===== src/rtl/core/clt_pkg.sv =====
package clt_pkg;

  // Character codes the tokenizer reacts to.
  localparam logic [7:0] CH_M      = 8'h6D;
  localparam logic [7:0] CH_C      = 8'h63;
  localparam logic [7:0] CH_SEMI   = 8'h3B;
  localparam logic [7:0] CH_HASH   = 8'h23;
  localparam logic [7:0] CH_QUOTE  = 8'h22;
  localparam logic [7:0] CH_BSLASH = 8'h5C;
  localparam logic [7:0] CH_SPACE  = 8'h20;
  localparam logic [7:0] CH_TAB    = 8'h09;
  localparam logic [7:0] CH_CR     = 8'h0D;

  // Maximum number of results one input transaction can cause.
  localparam int unsigned MAX_RES = 3;

  // Progress through the line prefix that gets stripped.
  typedef enum logic [3:0] {
    PFX_START = 4'b0001,
    PFX_M     = 4'b0010,
    PFX_MC    = 4'b0100,
    PFX_DONE  = 4'b1000
  } pfx_state_t;

  // Running tokenizer state.
  typedef struct packed {
    logic scanning;
    logic has_byte;
    logic quoted;
    logic escape;
    logic comment;
    logic cmd_pending;
  } tok_state_t;

  localparam tok_state_t TOK_RESET = '{
    scanning: 1'b0, has_byte: 1'b0, quoted: 1'b0,
    escape: 1'b0, comment: 1'b0, cmd_pending: 1'b1
  };

  // One result as delivered on the output channel.
  typedef struct packed {
    logic [7:0] out_byte;
    logic       token_begin;
    logic       command_begin;
    logic       line_done;
    logic       last;
  } out_item_t;

  // Outcome of feeding one byte to the tokenizer.
  typedef struct packed {
    tok_state_t st;
    logic       emit;
    logic       tb;
    logic       cb;
  } tok_res_t;

  function automatic logic is_space(input logic [7:0] c);
    return (c == CH_SPACE) || ((c >= CH_TAB) && (c <= CH_CR));
  endfunction

  // Process one byte against the tokenizer state.
  function automatic tok_res_t tok_process(input tok_state_t s, input logic [7:0] c);
    tok_res_t r;
    logic     sp;
    logic     go;
    logic     app;
    r      = '0;
    r.st   = s;
    sp     = is_space(c);
    go     = 1'b1;
    app    = 1'b0;
    if (s.comment) begin
      go = 1'b0;
    end else if (!s.scanning) begin
      if (sp) begin
        go = 1'b0;
      end else if (c == CH_SEMI) begin
        r.st.cmd_pending = 1'b1;
        go = 1'b0;
      end else if (c == CH_HASH) begin
        r.st.comment = 1'b1;
        go = 1'b0;
      end else begin
        r.st.scanning = 1'b1;
        r.st.quoted   = 1'b0;
        r.st.escape   = 1'b0;
        r.st.has_byte = 1'b0;
      end
    end
    if (go) begin
      if (r.st.escape) begin
        r.st.escape = 1'b0;
        app = 1'b1;
      end else if (c == CH_BSLASH) begin
        r.st.escape = 1'b1;
      end else if (c == CH_QUOTE) begin
        r.st.quoted = ~r.st.quoted;
      end else if (!r.st.quoted && sp) begin
        r.st.scanning = 1'b0;
      end else if (!r.st.quoted && (c == CH_SEMI)) begin
        r.st.scanning    = 1'b0;
        r.st.cmd_pending = 1'b1;
      end else if (!r.st.quoted && (c == CH_HASH)) begin
        r.st.scanning = 1'b0;
        r.st.comment  = 1'b1;
      end else begin
        app = 1'b1;
      end
    end
    if (app) begin
      r.emit = 1'b1;
      r.tb   = ~r.st.has_byte;
      r.cb   = r.tb & r.st.cmd_pending;
      if (r.cb) begin
        r.st.cmd_pending = 1'b0;
      end
      r.st.has_byte = 1'b1;
    end
    return r;
  endfunction

endpackage


===== src/rtl/core/clt_if.sv =====
// Input channel: one line byte or an end-of-line marker per transaction.
interface clt_in_if;
  logic       valid;
  logic       ready;
  logic [7:0] text_byte;
  logic       end_of_line;

  modport source (output valid, output text_byte, output end_of_line, input ready);
  modport sink (input valid, input text_byte, input end_of_line, output ready);
endinterface

// Result channel: one token byte or the end-of-line result per transaction.
interface clt_out_if;
  logic       valid;
  logic       ready;
  logic [7:0] out_byte;
  logic       token_begin;
  logic       command_begin;
  logic       line_done;
  logic       last;

  modport source (output valid, output out_byte, output token_begin,
                  output command_begin, output line_done, output last, input ready);
  modport sink (input valid, input out_byte, input token_begin,
                input command_begin, input line_done, input last, output ready);
endinterface


===== src/rtl/core/clt_step.sv =====
module clt_step
  import clt_pkg::*;
(
  input  logic [7:0] in_byte,
  input  logic       in_eol,
  input  pfx_state_t pfx,
  input  tok_state_t tok,
  input  logic [7:0] held0,
  input  logic [7:0] held1,
  output pfx_state_t pfx_nxt,
  output tok_state_t tok_nxt,
  output logic       held0_we,
  output logic       held1_we,
  output out_item_t  items [MAX_RES],
  output logic [1:0] item_cnt
);

  logic [7:0] b [3];
  logic [2:0] bv;
  tok_state_t s [4];
  tok_res_t   r [3];
  out_item_t  cand [4];
  logic [3:0] ce;

  // Decide which bytes go through the tokenizer, in order.
  always_comb begin
    b[0]     = held0;
    b[1]     = held1;
    b[2]     = in_byte;
    bv       = 3'b000;
    pfx_nxt  = PFX_DONE;
    held0_we = 1'b0;
    held1_we = 1'b0;
    if (in_eol) begin
      pfx_nxt = PFX_START;
      bv[0]   = (pfx == PFX_M) || (pfx == PFX_MC);
      bv[1]   = (pfx == PFX_MC);
    end else begin
      case (pfx)
        PFX_START: begin
          if (in_byte == CH_M) begin
            pfx_nxt  = PFX_M;
            held0_we = 1'b1;
          end else begin
            bv[2] = 1'b1;
          end
        end
        PFX_M: begin
          if (in_byte == CH_C) begin
            pfx_nxt  = PFX_MC;
            held1_we = 1'b1;
          end else begin
            bv[0] = 1'b1;
            bv[2] = 1'b1;
          end
        end
        PFX_MC: begin
          if (in_byte != CH_SEMI) begin
            bv = 3'b111;
          end
        end
        default: begin
          bv[2] = 1'b1;
        end
      endcase
    end
  end

  // Chain of up to three tokenizer steps.
  always_comb begin
    s[0] = tok;
    for (int k = 0; k < 3; k++) begin
      r[k] = tok_process(s[k], b[k]);
      if (bv[k]) begin
        s[k+1] = r[k].st;
      end else begin
        s[k+1] = s[k];
      end
    end
    tok_nxt = in_eol ? TOK_RESET : s[3];
  end

  // Candidate results, then packed to the front.
  always_comb begin
    logic [1:0] n;
    n = 2'd0;
    for (int k = 0; k < 3; k++) begin
      cand[k] = '{out_byte: b[k], token_begin: r[k].tb, command_begin: r[k].cb,
                  line_done: 1'b0, last: 1'b0};
      ce[k]   = bv[k] & r[k].emit;
    end
    cand[3] = '{out_byte: 8'h00, token_begin: 1'b0, command_begin: 1'b0,
                line_done: 1'b1, last: 1'b0};
    ce[3]   = in_eol;
    for (int i = 0; i < MAX_RES; i++) begin
      items[i] = '0;
    end
    for (int k = 0; k < 4; k++) begin
      if (ce[k] && (n != 2'd3)) begin
        items[n] = cand[k];
        n        = n + 2'd1;
      end
    end
    if (n != 2'd0) begin
      items[n - 2'd1].last = 1'b1;
    end
    item_cnt = n;
  end

endmodule


===== src/rtl/core/clt_burst.sv =====
module clt_burst
  import clt_pkg::*;
(
  input  logic       clk,
  input  logic       rst_n,
  input  logic       load,
  input  out_item_t  load_items [MAX_RES],
  input  logic [1:0] load_cnt,
  output logic       can_load,
  clt_out_if.source  out_ch
);

  out_item_t  ent_r [MAX_RES];
  logic [1:0] cnt_r;
  logic       take;

  // The head entry drives the output channel.
  assign out_ch.valid         = (cnt_r != 2'd0);
  assign out_ch.out_byte      = ent_r[0].out_byte;
  assign out_ch.token_begin   = ent_r[0].token_begin;
  assign out_ch.command_begin = ent_r[0].command_begin;
  assign out_ch.line_done     = ent_r[0].line_done;
  assign out_ch.last          = ent_r[0].last;

  assign take     = out_ch.valid & out_ch.ready;
  assign can_load = (cnt_r == 2'd0) || ((cnt_r == 2'd1) && take);

  // Result count.
  always_ff @(posedge clk) begin
    if (!rst_n) begin
      cnt_r <= 2'd0;
    end else if (load) begin
      cnt_r <= load_cnt;
    end else if (take) begin
      cnt_r <= cnt_r - 2'd1;
    end
  end

  // Result entries: loaded as a group, shifted toward the head on each transaction.
  always_ff @(posedge clk) begin
    if (load) begin
      ent_r <= load_items;
    end else if (take) begin
      ent_r[0] <= ent_r[1];
      ent_r[1] <= ent_r[2];
    end
  end

endmodule


===== src/rtl/core/command_line_tokenizer.sv =====
// An input is registered first; its results then pass through the output buffer.
// Throughput: one input per cycle while each input yields at most one result and
// the output does not stall; more results hold the buffer until the last one is taken.
// Reset: synchronous, active low; clears the input valid flag and the result count and
// returns the tokenizer and prefix state to the start of a line.
module command_line_tokenizer
  import clt_pkg::*;
(
  input  logic     clk,
  input  logic     rst_n,
  clt_in_if.sink   in_ch,
  clt_out_if.source out_ch
);

  logic       in_v_r;
  logic [7:0] in_byte_r;
  logic       in_eol_r;
  pfx_state_t pfx_r;
  pfx_state_t pfx_nxt;
  tok_state_t tok_r;
  tok_state_t tok_nxt;
  logic [7:0] held_r [2];
  logic       held0_we;
  logic       held1_we;
  out_item_t  items [MAX_RES];
  logic [1:0] item_cnt;
  logic       can_load;
  logic       advance;

  assign advance     = in_v_r & can_load;
  assign in_ch.ready = ~in_v_r | advance;

  // Input register.
  always_ff @(posedge clk) begin
    if (!rst_n) begin
      in_v_r <= 1'b0;
    end else if (in_ch.ready) begin
      in_v_r <= in_ch.valid;
    end
  end

  always_ff @(posedge clk) begin
    if (in_ch.valid && in_ch.ready) begin
      in_byte_r <= in_ch.text_byte;
      in_eol_r  <= in_ch.end_of_line;
    end
  end

  // Tokenizer and prefix state, updated as each item moves to the output buffer.
  always_ff @(posedge clk) begin
    if (!rst_n) begin
      pfx_r <= PFX_START;
      tok_r <= TOK_RESET;
    end else if (advance) begin
      pfx_r <= pfx_nxt;
      tok_r <= tok_nxt;
    end
  end

  // Bytes held while the prefix is still open.
  always_ff @(posedge clk) begin
    if (advance && held0_we) begin
      held_r[0] <= in_byte_r;
    end
    if (advance && held1_we) begin
      held_r[1] <= in_byte_r;
    end
  end

  clt_step u_step (
    .in_byte  (in_byte_r),
    .in_eol   (in_eol_r),
    .pfx      (pfx_r),
    .tok      (tok_r),
    .held0    (held_r[0]),
    .held1    (held_r[1]),
    .pfx_nxt  (pfx_nxt),
    .tok_nxt  (tok_nxt),
    .held0_we (held0_we),
    .held1_we (held1_we),
    .items    (items),
    .item_cnt (item_cnt)
  );

  clt_burst u_burst (
    .clk        (clk),
    .rst_n      (rst_n),
    .load       (advance),
    .load_items (items),
    .load_cnt   (item_cnt),
    .can_load   (can_load),
    .out_ch     (out_ch)
  );

endmodule

===== src/flat_wrapper.sv =====
// flat-port wrapper written by rule: the top's interface ports become plain ports
module command_line_tokenizer_flat import clt_pkg::*;
  (clk, rst_n, in_ch_valid, in_ch_text_byte, in_ch_end_of_line, in_ch_ready, out_ch_valid, out_ch_out_byte, out_ch_token_begin, out_ch_command_begin, out_ch_line_done, out_ch_last, out_ch_ready);
  clt_in_if in_ch_i ();
  clt_out_if out_ch_i ();
  input  logic clk;
  input  logic rst_n;
  input wire logic [$bits(in_ch_i.valid)-1:0] in_ch_valid;
  input wire logic [$bits(in_ch_i.text_byte)-1:0] in_ch_text_byte;
  input wire logic [$bits(in_ch_i.end_of_line)-1:0] in_ch_end_of_line;
  output wire logic [$bits(in_ch_i.ready)-1:0] in_ch_ready;
  output wire logic [$bits(out_ch_i.valid)-1:0] out_ch_valid;
  output wire logic [$bits(out_ch_i.out_byte)-1:0] out_ch_out_byte;
  output wire logic [$bits(out_ch_i.token_begin)-1:0] out_ch_token_begin;
  output wire logic [$bits(out_ch_i.command_begin)-1:0] out_ch_command_begin;
  output wire logic [$bits(out_ch_i.line_done)-1:0] out_ch_line_done;
  output wire logic [$bits(out_ch_i.last)-1:0] out_ch_last;
  input wire logic [$bits(out_ch_i.ready)-1:0] out_ch_ready;
  assign in_ch_i.valid = in_ch_valid;
  assign in_ch_i.text_byte = in_ch_text_byte;
  assign in_ch_i.end_of_line = in_ch_end_of_line;
  assign in_ch_ready = in_ch_i.ready;
  assign out_ch_valid = out_ch_i.valid;
  assign out_ch_out_byte = out_ch_i.out_byte;
  assign out_ch_token_begin = out_ch_i.token_begin;
  assign out_ch_command_begin = out_ch_i.command_begin;
  assign out_ch_line_done = out_ch_i.line_done;
  assign out_ch_last = out_ch_i.last;
  assign out_ch_i.ready = out_ch_ready;
  command_line_tokenizer u_core (.clk(clk), .rst_n(rst_n), .in_ch(in_ch_i), .out_ch(out_ch_i));
endmodule

===== config.mk =====
export PLATFORM = sky130hd
export DESIGN_NAME = command_line_tokenizer_flat
export DESIGN_NICKNAME = d
export VERILOG_FILES = /design/src/rtl/core/clt_pkg.sv /design/src/rtl/core/clt_if.sv /design/src/rtl/core/clt_step.sv /design/src/rtl/core/clt_burst.sv /design/src/rtl/core/command_line_tokenizer.sv /design/src/flat_wrapper.sv
export SDC_FILE = /design/constraint.sdc
export NUM_CORES = 1
export LEC_CHECK = 0
export BUFFER_PORTS_ARGS = -buffer_cell sky130_fd_sc_hd__buf_4
export CAP_MARGIN = 20
export CORE_MARGIN = 2
export CORE_UTILIZATION = 51
export DETAILED_ROUTE_END_ITERATION = 16
export GPL_TIMING_DRIVEN = 0
export PLACE_DENSITY = 0.78
export SETUP_SLACK_MARGIN = 0.15
export SYNTH_ARGS = -nofsm -noshare
export SYNTH_HDL_FRONTEND = slang
export SYNTH_HIERARCHICAL = 1
export SYNTH_SLANG_ARGS = --single-unit

===== constraint.sdc =====
create_clock -name clk -period 8.3 [get_ports clk]
set_clock_uncertainty 0.05 [all_clocks]
set_input_delay 0.83 -clock clk [delete_from_list [all_inputs] [get_ports clk]]
set_output_delay 0.83 -clock clk [all_outputs]
set_load 0.1 [all_outputs]

==> results.yml <==
sta:
  slew_violations: 0
  finalCriticalPeriod_ps: 6375
  fin_tns_setup_ps: 0
  max_freq_mhz: 156.9
  worst_pin_slew_ps: 1014
  setup-violations-final: 0
  fin_crit_sh: 0.7680
  rsz0062_at_grt: "false"
  hold_violations: 0
  relSlewSlack: 0.3175
worst_setup_path:
  crit_path_cell_trace: "or4b_1, o31ai_1, a21o_1, o21ai_1, and2_4, buf_6, a21oi_1, ha_1, clkbuf_1, o21ai_0, o21ai_0, ha_1, nor2_1, and2_1, clkbuf_1, o31ai_2, mux2_2"
  endpoint_kind: "flip-flop"
  path_class: "reg2reg"
  crit_cells: 17
  slowest_delay_ps: 650
  reg2reg_depth: 17
  cp.required_ps: 8360
  path_delay_family: "compound AO/OA/AOI/OAI gates"
  cp_slowest_cell: "o31ai_1"
  startpoint_type: "flip-flop"
  path_buf_inv: 3
  path_max_fanout: 11
  cp_data_arrival_time_ps: 6440
yosys:
  synthFlopType: "edfxtp_1"
  yosysTopAreaCell: "edfxtp_1"
  avgSynthCellArea_um2: 10.01
  synth_edf_count: 61
  synthArstFlopShare: 0
  synth_cell_types: 80
  syn_inst: 516
  syn-num-nets: 538
  yosysWarnings: 6
  syn-cell-area_um2: 5166
  netlist_top_cells_area: "edfxtp_1 35%, mux2_4 5.2%, dfxtp_1 5.0%"
  ys_ff_latch: 74
  seq_area_frac_synth: 0.4049
  post-synth-top-area-fraction: 0.3546
min_path:
  min-delay-path-class: "reg2reg"
  whs_path_depth: 2
floorplan:
  core_area_um2: 9819
  io-pin-count: 27
  num_rows: 36
  initial_core_util: 0.5261
  die_h_um: 104.6
  dieArea_um2: 10950
  die_x_um: 104.6
clock_network:
  cts_buffers: 9
  cts_buffer_depth: 2
  cts_max_level: 3
  clock_latency_ps: 360
  cts.sinks: 74
  root_buffer: "clkbuf_8"
  cts_hold_buf: 0
  post-cts-setup-buffers: 0
  cts_tree: "built"
  cts_resized: 0
  clk_pin_slew_ps: 80
run_status:
  outcome: "completed"
power:
  vdd_ir_drop_max_v: 0.0001713
  total_power_w: 0.001189
  p_leak_nw: 2.173
  powerDensity_nw_per_um2: 207.6
detailed_routing:
  first_pass_iters: 5
  wire_per_inst_um: 19.21
  drcViolationCount: 0
  first_iter_violations: 441
  drt-total-wl_mm: 13.27
  ant_nets: 0
  vias: 4432
  vias_per_cell: 6.414
cells_and_area:
  syn2layout_area_growth_pct: 10.90
  drive_gt1_frac: 0.2240
  layout_commonest_cell: "edfxtp_1"
  nNetsFinal: 575
  antenna_cells: 0
  final_cell_mix: "61 x edfxtp_1, 51 x nand2_1, 41 x buf_4"
global_route:
  grt_antenna_before_repair: 0
  grt_use_total: 0.2438
  grt_max_degree: 25
  first_global_vias: 4143
  grt_pass1_wl_mm: 21.13
  gr-total-overflow: 0
place:
  routabilityCongestion: 0.9080
  hpwl_mm: 9.634
  io_buffer_count: 26
job:
  maxCapViolCount: 0
cell usage after synthesis, types with 6 or more instances:
cell type and instances:
a21o_1 9, a21oi_1 25, a22oi_1 9, a31oi_1 7, and2_1 13, buf_4 15, clkbuf_1 12, dfxtp_1 13
edfxtp_1 61, ha_1 9, inv_1 16, mux2_2 7, mux2_4 18, mux2i_1 9, nand2_1 51, nand2b_1 6
nand3_1 29, nand3b_1 6, nand4_1 12, nor2_1 28, nor3_1 15, nor4_1 7, o21ai_0 17, o21ai_2 7
o31ai_2 8
area by class of cell:
| type | instances | area, um^2 |
|---|---|---|
| Multi-Input combinational cell | 389 | 2736 |
| Timing Repair Buffer | 26 | 195.2 |
| Fill cell | 859 | 4090 |
| Inverter | 16 | 60.06 |
| Tap cell | 133 | 166.4 |
| Clock inverter | 7 | 77.57 |
| Sequential cell | 74 | 2092 |
| Clock buffer | 9 | 123.9 |
| Buffer | 37 | 277.8 |
per-stage QoR:
stage	instance area (um^2)	setup WS (ps)	hold slack (ps)	std cells	utilization
after floorplan	5166	3449	389.3	516	-
after global placement	5528	2203	417.5	675	0.5629
after detailed placement	5528	2172	428.9	675	0.5629
after CTS	5729	2158	448.3	691	0.5835
after global routing	5729	1455	478.6	691	0.5835
final	5729	1926	452.6	691	0.5835
state kept, by name, summed over array words and instances (netlist names):
signal	cells
u_core/u_burst/ent_r	24
u_core/held_r	16
u_core/in_byte_r	8
u_core/u_burst/out_ch.out_byte	8
u_core/tok_r	6
u_core/pfx_r	4
u_core/u_burst/cnt_r	2
u_core/in_eol_r	1
u_core/in_v_r	1
u_core/u_burst/out_ch.command_begin	1
u_core/u_burst/out_ch.last	1
u_core/u_burst/out_ch.line_done	1
u_core/u_burst/out_ch.token_begin	1
kinds of logic after synthesis:
family,after synthesis,synth area share
simple gates,209,0.2262
compound gates,134,0.1916
flops,74,0.4049
buf+inv,53,0.06539
mux,34,0.08501
fa+ha+maj,9,0.02180
xor+xnor,3,0.005087
power breakdown:
group          internal, W  total (W)  leakage (nW)  switching, W
clock             0.000141   0.000287        0.0954      0.000146
sequential        0.000465   0.000490         0.685     0.0000255
combinational     0.000136   0.000412          1.39      0.000276
total             0.000742    0.00119          2.17      0.000447
routing by layer:
layer  up-vias  track usage  routed length, um
li1       2045            -                  -
met1      2119       0.3329               5528
met2       233       0.3894               6246
met3        35      0.04242               1164
met4         0      0.09143                332
met5         -            0                  0
worst register-to-register path: cells and delay by family, from the launching register on:
| kind | cells | cell delay, ps |
|---|---|---|
| muxes | 1 | 290 |
| buffers and inverters | 3 | 910 |
| adders and majority gates | 2 | 610 |
| and+or+nand+nor | 4 | 1380 |
| AOI/OAI and AO/OA | 7 | 2280 |
| DFF | 1 | 590 |
path summary, 6_finish.rpt:
check                                                      to  slack, ps                          start
setup / recovery  u_core/u_burst/out_ch.out_byte[3]$_DFFE_PP_       1930  u_core/in_byte_r[4]$_DFFE_PP_
hold / removal                   u_core/pfx_r[1]$_SDFFE_PN0P_        450   u_core/pfx_r[1]$_SDFFE_PN0P_
hold reg to reg                  u_core/pfx_r[1]$_SDFFE_PN0P_        450   u_core/pfx_r[1]$_SDFFE_PN0P_
setup reg to reg  u_core/u_burst/out_ch.out_byte[3]$_DFFE_PP_       1930  u_core/in_byte_r[4]$_DFFE_PP_
Power figures use the tool's default switching activity.
